`src/rtl/core/pbpc_pkg.sv`:
```
`timescale 1ns / 1ps
// ----------------------------------------------------------------------------
// pbpc_pkg
// shared types and constants of the playout pacing controller
// ----------------------------------------------------------------------------
package pbpc_pkg;

	// register indexes on the configuration port
	localparam logic [1:0] CFG_FRAME_MODE = 2'd0;
	localparam logic [1:0] CFG_WARMUP     = 2'd1;
	localparam logic [1:0] CFG_LOW_WATER  = 2'd2;
	localparam logic [1:0] CFG_GRACE      = 2'd3;

	localparam int CFG_INDEX_WIDTH = 2;
	localparam int CFG_DATA_WIDTH  = 16;

	// action codes
	localparam logic [1:0] ACT_NONE    = 2'd0;
	localparam logic [1:0] ACT_PLAY    = 2'd1;
	localparam logic [1:0] ACT_SILENCE = 2'd2;

	// frame sizes in bytes and default thresholds (forty and twenty frames)
	localparam logic [8:0]  FRAME_MULAW       = 9'd160;
	localparam logic [8:0]  FRAME_LINEAR      = 9'd320;
	localparam logic [15:0] WARMUP_MULAW      = 16'd6400;
	localparam logic [15:0] WARMUP_LINEAR     = 16'd12800;
	localparam logic [15:0] LOW_WATER_MULAW   = 16'd3200;
	localparam logic [15:0] LOW_WATER_LINEAR  = 16'd6400;

	localparam logic [8:0] STREAK_MAX = 9'd511;

	typedef struct packed {
		logic [15:0] fill_level;
		logic        closing;
	} in_t;

	typedef struct packed {
		logic [1:0]  action;
		logic [8:0]  read_bytes;
		logic        started;
		logic        paused;
		logic        playing;
		logic [31:0] underrun_total;
		logic [15:0] peak_fill;
	} out_t;

	typedef struct packed {
		logic        frame_mode;
		logic [15:0] warmup_bytes;
		logic [15:0] low_water_bytes;
		logic [7:0]  grace_ticks;
	} cfg_t;

	// playback state apart from the peak level
	typedef struct packed {
		logic        active;
		logic [8:0]  streak;
		logic [31:0] underruns;
	} state_t;

endpackage

```
`src/rtl/core/pbpc_step.sv`:
```
`timescale 1ns / 1ps
// ----------------------------------------------------------------------------
// pbpc_step
// next-state and result logic for one tick
// ----------------------------------------------------------------------------
module pbpc_step import pbpc_pkg::*; #(
	parameter int LEVEL_WIDTH = 16
) (
	input  cfg_t                   cfg,
	input  state_t                 state,
	input  logic [LEVEL_WIDTH-1:0] peak,
	input  in_t                    item,
	output state_t                 state_next,
	output logic [LEVEL_WIDTH-1:0] peak_next,
	output out_t                   result
);

	localparam int IW = (LEVEL_WIDTH < 16) ? LEVEL_WIDTH : 16;
	localparam int CW = (LEVEL_WIDTH > 16) ? LEVEL_WIDTH : 16;

	logic [LEVEL_WIDTH-1:0] level;
	logic [CW-1:0]          level_c;
	logic [8:0]             frame;
	logic [15:0]            warmup;
	logic [15:0]            low_water;
	logic [8:0]             streak0;
	logic [8:0]             streak_inc;
	logic                   start;
	logic                   live;
	logic [CW-1:0]          peak_c;

	assign level   = LEVEL_WIDTH'(item.fill_level[IW-1:0]);
	assign level_c = CW'(level);

	always_comb begin
		frame     = cfg.frame_mode ? FRAME_MULAW : FRAME_LINEAR;
		warmup    = (cfg.warmup_bytes != 16'd0) ? cfg.warmup_bytes :
			(cfg.frame_mode ? WARMUP_MULAW : WARMUP_LINEAR);
		low_water = (cfg.low_water_bytes != 16'd0) ? cfg.low_water_bytes :
			(cfg.frame_mode ? LOW_WATER_MULAW : LOW_WATER_LINEAR);

		start      = !state.active && (level_c >= CW'(warmup));
		live       = state.active || start;
		streak0    = start ? 9'd0 : state.streak;
		streak_inc = (streak0 != STREAK_MAX) ? streak0 + 9'd1 : streak0;

		state_next = state;
		result     = '0;

		if (live) begin
			state_next.active = 1'b1;
			if (level_c >= CW'(frame)) begin
				result.action     = ACT_PLAY;
				result.read_bytes = frame;
				state_next.streak = 9'd0;
			end else begin
				if (state.underruns != '1) begin
					state_next.underruns = state.underruns + 32'd1;
				end
				state_next.streak = streak_inc;
				if (streak_inc <= {1'b0, cfg.grace_ticks}) begin
					result.action = ACT_SILENCE;
				end else if (level_c < CW'(low_water)) begin
					// grace used up and the buffer is low: back to refill
					state_next.active = 1'b0;
					state_next.streak = 9'd0;
					result.paused     = 1'b1;
				end
			end
		end
		result.started = start;

		peak_next = (level > peak) ? level : peak;

		// a closing tick leaves everything as it was
		if (item.closing) begin
			state_next = state;
			peak_next  = peak;
			result     = '0;
		end

		peak_c                = CW'(peak_next);
		result.playing        = state_next.active;
		result.underrun_total = state_next.underruns;
		result.peak_fill      = peak_c[15:0];
	end

endmodule

```
`src/rtl/core/playout_buffer_pacing_control_core.sv`:
```
`timescale 1ns / 1ps
// path: a transferred tick is held in the input register, then its result is
//   loaded into the result register, from which it transfers
// throughput: one tick per cycle while the result channel is not stalled;
//   the single-pass decision logic sets it
// reset: arst_n clears the cfg registers, playback state and both valid flags
// ----------------------------------------------------------------------------
// playout_buffer_pacing_control_core
// jitter buffer playout pacing: warmup, frame reads, silence on underrun,
// pause for refill, underrun count and peak fill tracking
// ----------------------------------------------------------------------------
module playout_buffer_pacing_control_core import pbpc_pkg::*; #(
	parameter int LEVEL_WIDTH = 16
) (
	input  logic                       clk,
	input  logic                       arst_n,
	// configuration writes
	input  logic                       cfg_wr_en,
	input  logic [CFG_INDEX_WIDTH-1:0] cfg_index,
	input  logic [CFG_DATA_WIDTH-1:0]  cfg_wdata,
	// tick channel
	input  logic                       in_valid,
	output logic                       in_stall,
	input  in_t                        in_data,
	// result channel
	output logic                       out_valid,
	input  logic                       out_stall,
	output out_t                       out_data
);

	cfg_t                   cfg_q;

	// input stage
	logic                   in_valid_s1;
	in_t                    in_data_s1;

	// playback state
	state_t                 state_q;
	logic [LEVEL_WIDTH-1:0] peak_q;

	// result register
	logic                   out_valid_q;
	out_t                   out_data_q;

	state_t                 state_next;
	logic [LEVEL_WIDTH-1:0] peak_next;
	out_t                   result;
	logic                   advance;

	// a tick moves from the input stage to the result register when the
	// result register is empty or its transfer completes this cycle
	assign advance  = in_valid_s1 && (!out_valid_q || !out_stall);
	assign in_stall = in_valid_s1 && !advance;

	assign out_valid = out_valid_q;
	assign out_data  = out_data_q;

	// configuration registers
	always_ff @(posedge clk or negedge arst_n) begin
		if (!arst_n) begin
			cfg_q <= '0;
		end else if (cfg_wr_en) begin
			case (cfg_index)
				CFG_FRAME_MODE: cfg_q.frame_mode      <= cfg_wdata[0];
				CFG_WARMUP:     cfg_q.warmup_bytes    <= cfg_wdata;
				CFG_LOW_WATER:  cfg_q.low_water_bytes <= cfg_wdata;
				CFG_GRACE:      cfg_q.grace_ticks     <= cfg_wdata[7:0];
				default: ;
			endcase
		end
	end

	// input stage: refilled whenever it is empty or drains this cycle
	always_ff @(posedge clk or negedge arst_n) begin
		if (!arst_n) begin
			in_valid_s1 <= 1'b0;
		end else if (!in_stall) begin
			in_valid_s1 <= in_valid;
		end
	end

	always_ff @(posedge clk) begin
		if (!in_stall && in_valid) begin
			in_data_s1 <= in_data;
		end
	end

	pbpc_step #(
		.LEVEL_WIDTH (LEVEL_WIDTH)
	) u_step (
		.cfg        (cfg_q),
		.state      (state_q),
		.peak       (peak_q),
		.item       (in_data_s1),
		.state_next (state_next),
		.peak_next  (peak_next),
		.result     (result)
	);

	// state commits only when the tick's result is captured, so a stall
	// downstream never applies a tick twice
	always_ff @(posedge clk or negedge arst_n) begin
		if (!arst_n) begin
			state_q     <= '0;
			peak_q      <= '0;
			out_valid_q <= 1'b0;
		end else if (advance) begin
			state_q     <= state_next;
			peak_q      <= peak_next;
			out_valid_q <= 1'b1;
		end else if (!out_stall) begin
			out_valid_q <= 1'b0;
		end
	end

	always_ff @(posedge clk) begin
		if (advance) begin
			out_data_q <= result;
		end
	end

endmodule

```
`config.mk`:
```
export PLATFORM = sky130hd
export DESIGN_NAME = playout_buffer_pacing_control_core
export DESIGN_NICKNAME = d
export VERILOG_FILES = /design/src/rtl/core/pbpc_pkg.sv /design/src/rtl/core/pbpc_step.sv /design/src/rtl/core/playout_buffer_pacing_control_core.sv
export SDC_FILE = /design/constraint.sdc
export NUM_CORES = 1
export LEC_CHECK = 0
export BUFFER_PORTS_ARGS = -buffer_cell sky130_fd_sc_hd__buf_2
export CAP_MARGIN = 15
export CORE_UTILIZATION = 50
export DETAILED_ROUTE_END_ITERATION = 7
export PLACE_DENSITY = 0.82
export SYNTH_ARGS = -nofsm -noshare
export SYNTH_HDL_FRONTEND = slang
export SYNTH_SLANG_ARGS = --single-unit
```
`constraint.sdc`:
```
create_clock -name clk -period 5.7 [get_ports clk]
set_input_delay 1.14 -clock clk [delete_from_list [all_inputs] [get_ports clk]]
set_output_delay 1.14 -clock clk [all_outputs]
set_load 0.05 [all_outputs]
```
; Word-level counts from Yosys, hierarchy flattened
; Cells that the tools add are included.
[word_totals]
inputBits = 40
out_inout_bits = 64
word_cells = 81
regBits = 180
[op_classes]
order_cmp = 5
n_reduce_logical = 23
muxes = 22
addsub = 2
eq_ne = 6
bitwise_logic = 3
[ops]
columns = cell, count
row1 = $mux W42, 2
row2 = $mux W16, 4
row3 = $mux W32, 2
row4 = $mux W9, 4
row5 = $add A32 B1 Y32 const B, 1
row6 = $ne A32 B32 Y1 const B, 1
row7 = $reduce_bool A16 Y1, 2
row8 = $mux W10, 2
row9 = $ge A16 B16 Y1, 1
row10 = $ge A16 B9 Y1, 1
row11 = $gt A16 B16 Y1, 1
row12 = $lt A16 B16 Y1, 1
row13 = $mux W14, 1
row14 = $mux W13, 1
row15 = $add A9 B1 Y9 const B, 1
row16 = $le A9 B8 Y1, 1
row17 = $ne A9 B9 Y1 const B, 1
row18 = $reduce_and A2 Y1, 4
row19 = $reduce_or A3 Y1, 2
row20 = $logic_not A1 Y1, 5
row21 = $mux W1, 5
row22 = $eq A2 B2 Y1 const B, 2
row23 = $logic_and A1 B1 Y1, 4
row24 = $reduce_or A4 Y1, 1
row25 = other kinds (8), 11

; Logic depth before layout (Yosys ltp)
[logic_depth]
ltp_word = 12
mapped_depth = 29
ltp_nobuf = 28

; Cells and area by module
; From an unflattened synthesis, not the netlist that was laid out.
[hier_totals]
hier_cells = 778
area_unflattened_um2 = 9711.8
[modules_own_cells]
columns = mod, seq_area_each_um2, cells_per_inst, instances, area_each_um2
row1 = playout_buffer_pacing_control_core, 4899.7, 297, 1, 6307.3
row2 = pbpc_step, 0.0, 481, 1, 3404.5

; Worst setup path before layout
; No wires, ideal clock.
[synth_timing]
kind = register -> register
from = register cfg_q[28] in the netlist's numbering
to = register state_q[35] in the netlist's numbering
path_stages_with_launch = 29
path_slack_ns = 0.134
setup_ns = 0.064
arrival_time_ns = 5.502
path_cell_list = dfrtp_1 > nor4_1 > and4_1 > o21ai_0 > ha_1 > nand4_1 > nor2_1 > o2111ai_1 > nor2_1 > o21a_1 > clkbuf_1 > nor2b_1 > ha_1 > nand3_1 > nor3_1 > nand2_1 > nand4_1 > or3_1 > and2_1 > o21ba_2 > ha_1 > a22o_1 > nor4_1 > o211ai_1 > a32oi_1 > o21ai_1 > a2111oi_4 > a21boi_1 > a21o_1
[synth_via]
elab_chain_cells = 10
[synth_rtl]
columns = element, line_no
row1 = from (decl), playout_buffer_pacing_control_core.sv:31  ; cfg_t cfg_q;
row2 = $reduce_bool A16 Y1, pbpc_step.sv:37  ; warmup = (cfg.warmup_bytes != 16'd0) ? cfg.warmup_bytes :
row3 = $mux W16 (*), pbpc_step.sv:37
row4 = $ge A16 B16 Y1 (*), pbpc_step.sv:42  ; start = !state.active && (level_c >= CW'(warmup));
row5 = $logic_and A1 B1 Y1 (*), pbpc_step.sv:42
row6 = $mux W9, pbpc_step.sv:44  ; streak0 = start ? 9'd0 : state.streak;
row7 = $add A9 B1 Y9 / $ne A9 B9 Y1 (equally long branches), pbpc_step.sv:45  ; streak_inc = (streak0 != STREAK_MAX) ? streak0 + 9'd1 : streak0;
row8 = $mux W9, pbpc_step.sv:45
row9 = $le A9 B8 Y1 / $mux W10 (equally long branches), "pbpc_step.sv:61, pbpc_step.sv:63"
row10 = $mux W10, pbpc_step.sv:61  ; if (streak_inc <= {1'b0, cfg.grace_ticks}) begin
row11 = $mux W9, pbpc_step.sv:52  ; if (level_c >= CW'(frame)) begin
row12 = to (signal assigned), playout_buffer_pacing_control_core.sv:108  ; state_q <= state_next;
row13 = to (decl), playout_buffer_pacing_control_core.sv:38  ; state_t state_q;
; Every way passes the cells marked *; elsewhere a longest branch is shown, timed or not.
; A chain may end at the register's enable or synchronous reset.

; Worst setup path in the final report
[layout_timing]
from = register cfg_q[28] in the netlist's numbering
to = register state_q[38] in the netlist's numbering
; The elaborated chain is that of the path after synthesis.

==> flow_summary.toml <==
[status]
outcome = "finished clean"

[critical_path]
arrival_ns = 5.96
critical_path_depth = 28
crit_buf_inv = 2
slowest_delay_ns = 0.39
path_delay_family = "simple AND/OR/NAND/NOR gates"
reg2reg_from = "cfg_q[28]$_DFFE_PN0P_"
endpoint_kind = "register"
startpoint = "cfg_q[28]$_DFFE_PN0P_"
crit_fanout = 5
crit_type = "reg -> reg"
critPathLaunchType = "register"
critPathRequiredTime_ns = 6.06
reg2reg_setup_slack_ns = 0.11
endpoint = "state_q[38]$_DFFE_PN0P_"
timing.rr.end = "state_q[38]$_DFFE_PN0P_"
r2r_cells = 28
slowest_stage = "dfrtp_1"

[clocking]
clockBufferDepth = 2
cts_tree = "built"
numCtsBuffers = 17
path_clk_slew_ns = 0.06
clock_sinks = 173
cts-root-buf = "clkbuf_16"
holdBufCountCts = 0
ctsHtreeMaxLevel = 4
clock_latency_ns = 0.43

[synth]
seq_area_frac_synth_pct = 52.5
yosysWarnings = 0
yosysMostFrequentCell = "dfrtp_1"
async_reset_ff_share_pct = 58.4
synth_edf_count = 72
synth_top_family_by_area = "simple AND/OR/NAND/NOR gates"
synth_fa_ha_area_share_pct = 8.54
ys_seq_elements = 173
synth_top_area_cell = "dfrtp_1"
yosys.area.top_type_share_pct = 28.3
synthMuxAreaShare_pct = 9.18
syn_area_um2 = 8940
synth_cell_types = 63
synth-simple-area-share_pct = 13.2
synth_area_leaders = "dfrtp_1 (28%), edfxtp_1 (24%), ha_1 (8.5%)"
synth_cells = 765
ys_top_cells_by_count = "dfrtp_1 (101), edfxtp_1 (72), ha_1 (61)"
ys.flop_type = "dfrtp_1"
synth_xor_area_share_pct = 6.37
synth-compound-area-share_pct = 6.05
avgSynthCellArea_um2 = 11.7

[place]
place_ws_ns = 0.00988
gp_congestion = 0.859
dpl.hpwl_um = 13800
port_buffers = 98

[worst_hold_path]
hold_class = "reg -> reg"

[layout]
multi_input_area_um2 = 4020
n_fill_cell = 1328
seq_area_um2 = 4690
area_delta_synth_final_pct = 17.2
antenna_cells = 0
nets = 983
drive_above_1_share_pct = 27.4

[timing]
final_hold_viol_count = 0
setup_violations = 0
skew_ns = 0.00844
rsz0062_at_grt = "true"
setup_slack_ns = 0.106
relSlewSlack_pct = 40.3
worst_slew_pin_slew_ns = 0.890
whs_ns = 0.510
report.final.slew_viol_count = 0
max_clock_freq_mhz = 179
final.setup.tns_ns = 0
period_needed_ns = 5.59
post-route-period-util_pct = 98.1

[detailed_routing]
firstDrtPassIters = 5
route.vias.total = 6232
routed_wl_um = 19800
antenna_left = 0
via_per_inst = 5.56
first_iter_violations = 496
wl_per_cell_um = 17.7
route.detailed.drc = 0

[die]
die_y_um = 136
dieWidth_um = 136
io_pins = 104
rows = 48
core_um2 = 17400
die_area_um2 = 18400
initial_core_util_pct = 51.5

[pwr]
total_power_mw = 3.71
irDropWorstVdd_mv = 0.229
leakage_nw = 4.62
power.density_nw_per_um2 = 354

[global_routing]
grt_max_degree = 63
grt_util_all_layers_pct = 22.3
grt_pass1_wl_um = 31200
antenna_found_initial = 0
grt_pass1_vias = 6155
grt.overflow.total = 0

[job]
maxCapViolations = 0
## per-stage QoR
step	area, um^2	instances	utilization (%)
floorplan	8950	769	-
global placement	9660	1075	55.6
detailed placement	9660	1075	55.6
CTS	10300	1110	59.2
global route	10500	1120	60.3
finish	10500	1120	60.3
## worst reg2reg max path, delay by kind of cell (launching register included)
kind / cells / cell delay, ns
adders and majority gates: 3 / 0.71
AOI/OAI and AO/OA: 10 / 1.91
and+or+nand+nor: 13 / 2.20
buffers and inverters: 2 / 0.32
DFF: 1 / 0.39
## report_power, final
part / internal (mW) / switching (mW) / total, mW
clock network: 0.679 / 0.462 / 1.14
registers: 1.51 / 0.133 / 1.64
logic: 0.365 / 0.565 / 0.930
## metal layers
metal  GRT usage (%)  up-vias  share of wire (%)
met2            36.4      184                 50
met1            29.3     3066                 43
met5               0        -                  0
met3            4.75       43                5.0
li1                -     2939                  -
met4            8.11        0                2.1
## cell usage in the layout (no fill, tap or decap), types with 21 or more instances in the layout
cell type  count
dfrtp_1      101
buf_2         97
edfxtp_1      72
ha_1          58
inv_1         56
mux2_2        56
nand2_1       54
xnor2_1       46
nor2_1        45
nand3_1       22
buf_4         21
## cell type report
cell class,instances,area share (%)
flip-flops and latches,173,44.8
multi-input cells,509,38.4
repair buffers,121,6.46
clock buffers,28,5.05
well taps,225,2.69
inverters,60,2.15
clock inverters,4,0.514
## sequential cells by signal, indices dropped and copies added, names as in the netlist
signal and count:
in_valid_s1 1, out_data 55, in_data_s1 17, state_q 42
out_valid 1, peak_q 16, cfg_q 41
## worst min-delay path by stage
stage | startpoint | endpoint | slack (ns) | depth (start not counted)
finish | cfg_q[4]$_DFFE_PN0P_ | cfg_q[4]$_DFFE_PN0P_ | 0.51 | 1
global route | cfg_q[1]$_DFFE_PN0P_ | cfg_q[1]$_DFFE_PN0P_ | 0.53 | 1
CTS | cfg_q[4]$_DFFE_PN0P_ | cfg_q[4]$_DFFE_PN0P_ | 0.51 | 1
detailed placement | cfg_q[4]$_DFFE_PN0P_ | cfg_q[4]$_DFFE_PN0P_ | 0.50 | 1
global placement | cfg_q[4]$_DFFE_PN0P_ | cfg_q[4]$_DFFE_PN0P_ | 0.49 | 1
floorplan | in_valid_s1$_DFFE_PN0N_ | out_valid$_DFFE_PN0P_ | 0.47 | 1
## cells by family after synthesis
group | count (synthesis)
flops | 173
other cells | 1
fa+ha+maj | 61
mux | 73
xor+xnor | 65
buf+inv | 87
simple gates | 228
compound gates | 77
## repair_timing
item	CTS	global route
resized for setup	2	30
buffers inserted	3	10
setup endpoints to repair	1	13
cloned	0	0
pin swaps	5	16
Power figures use the tool's default switching activity.
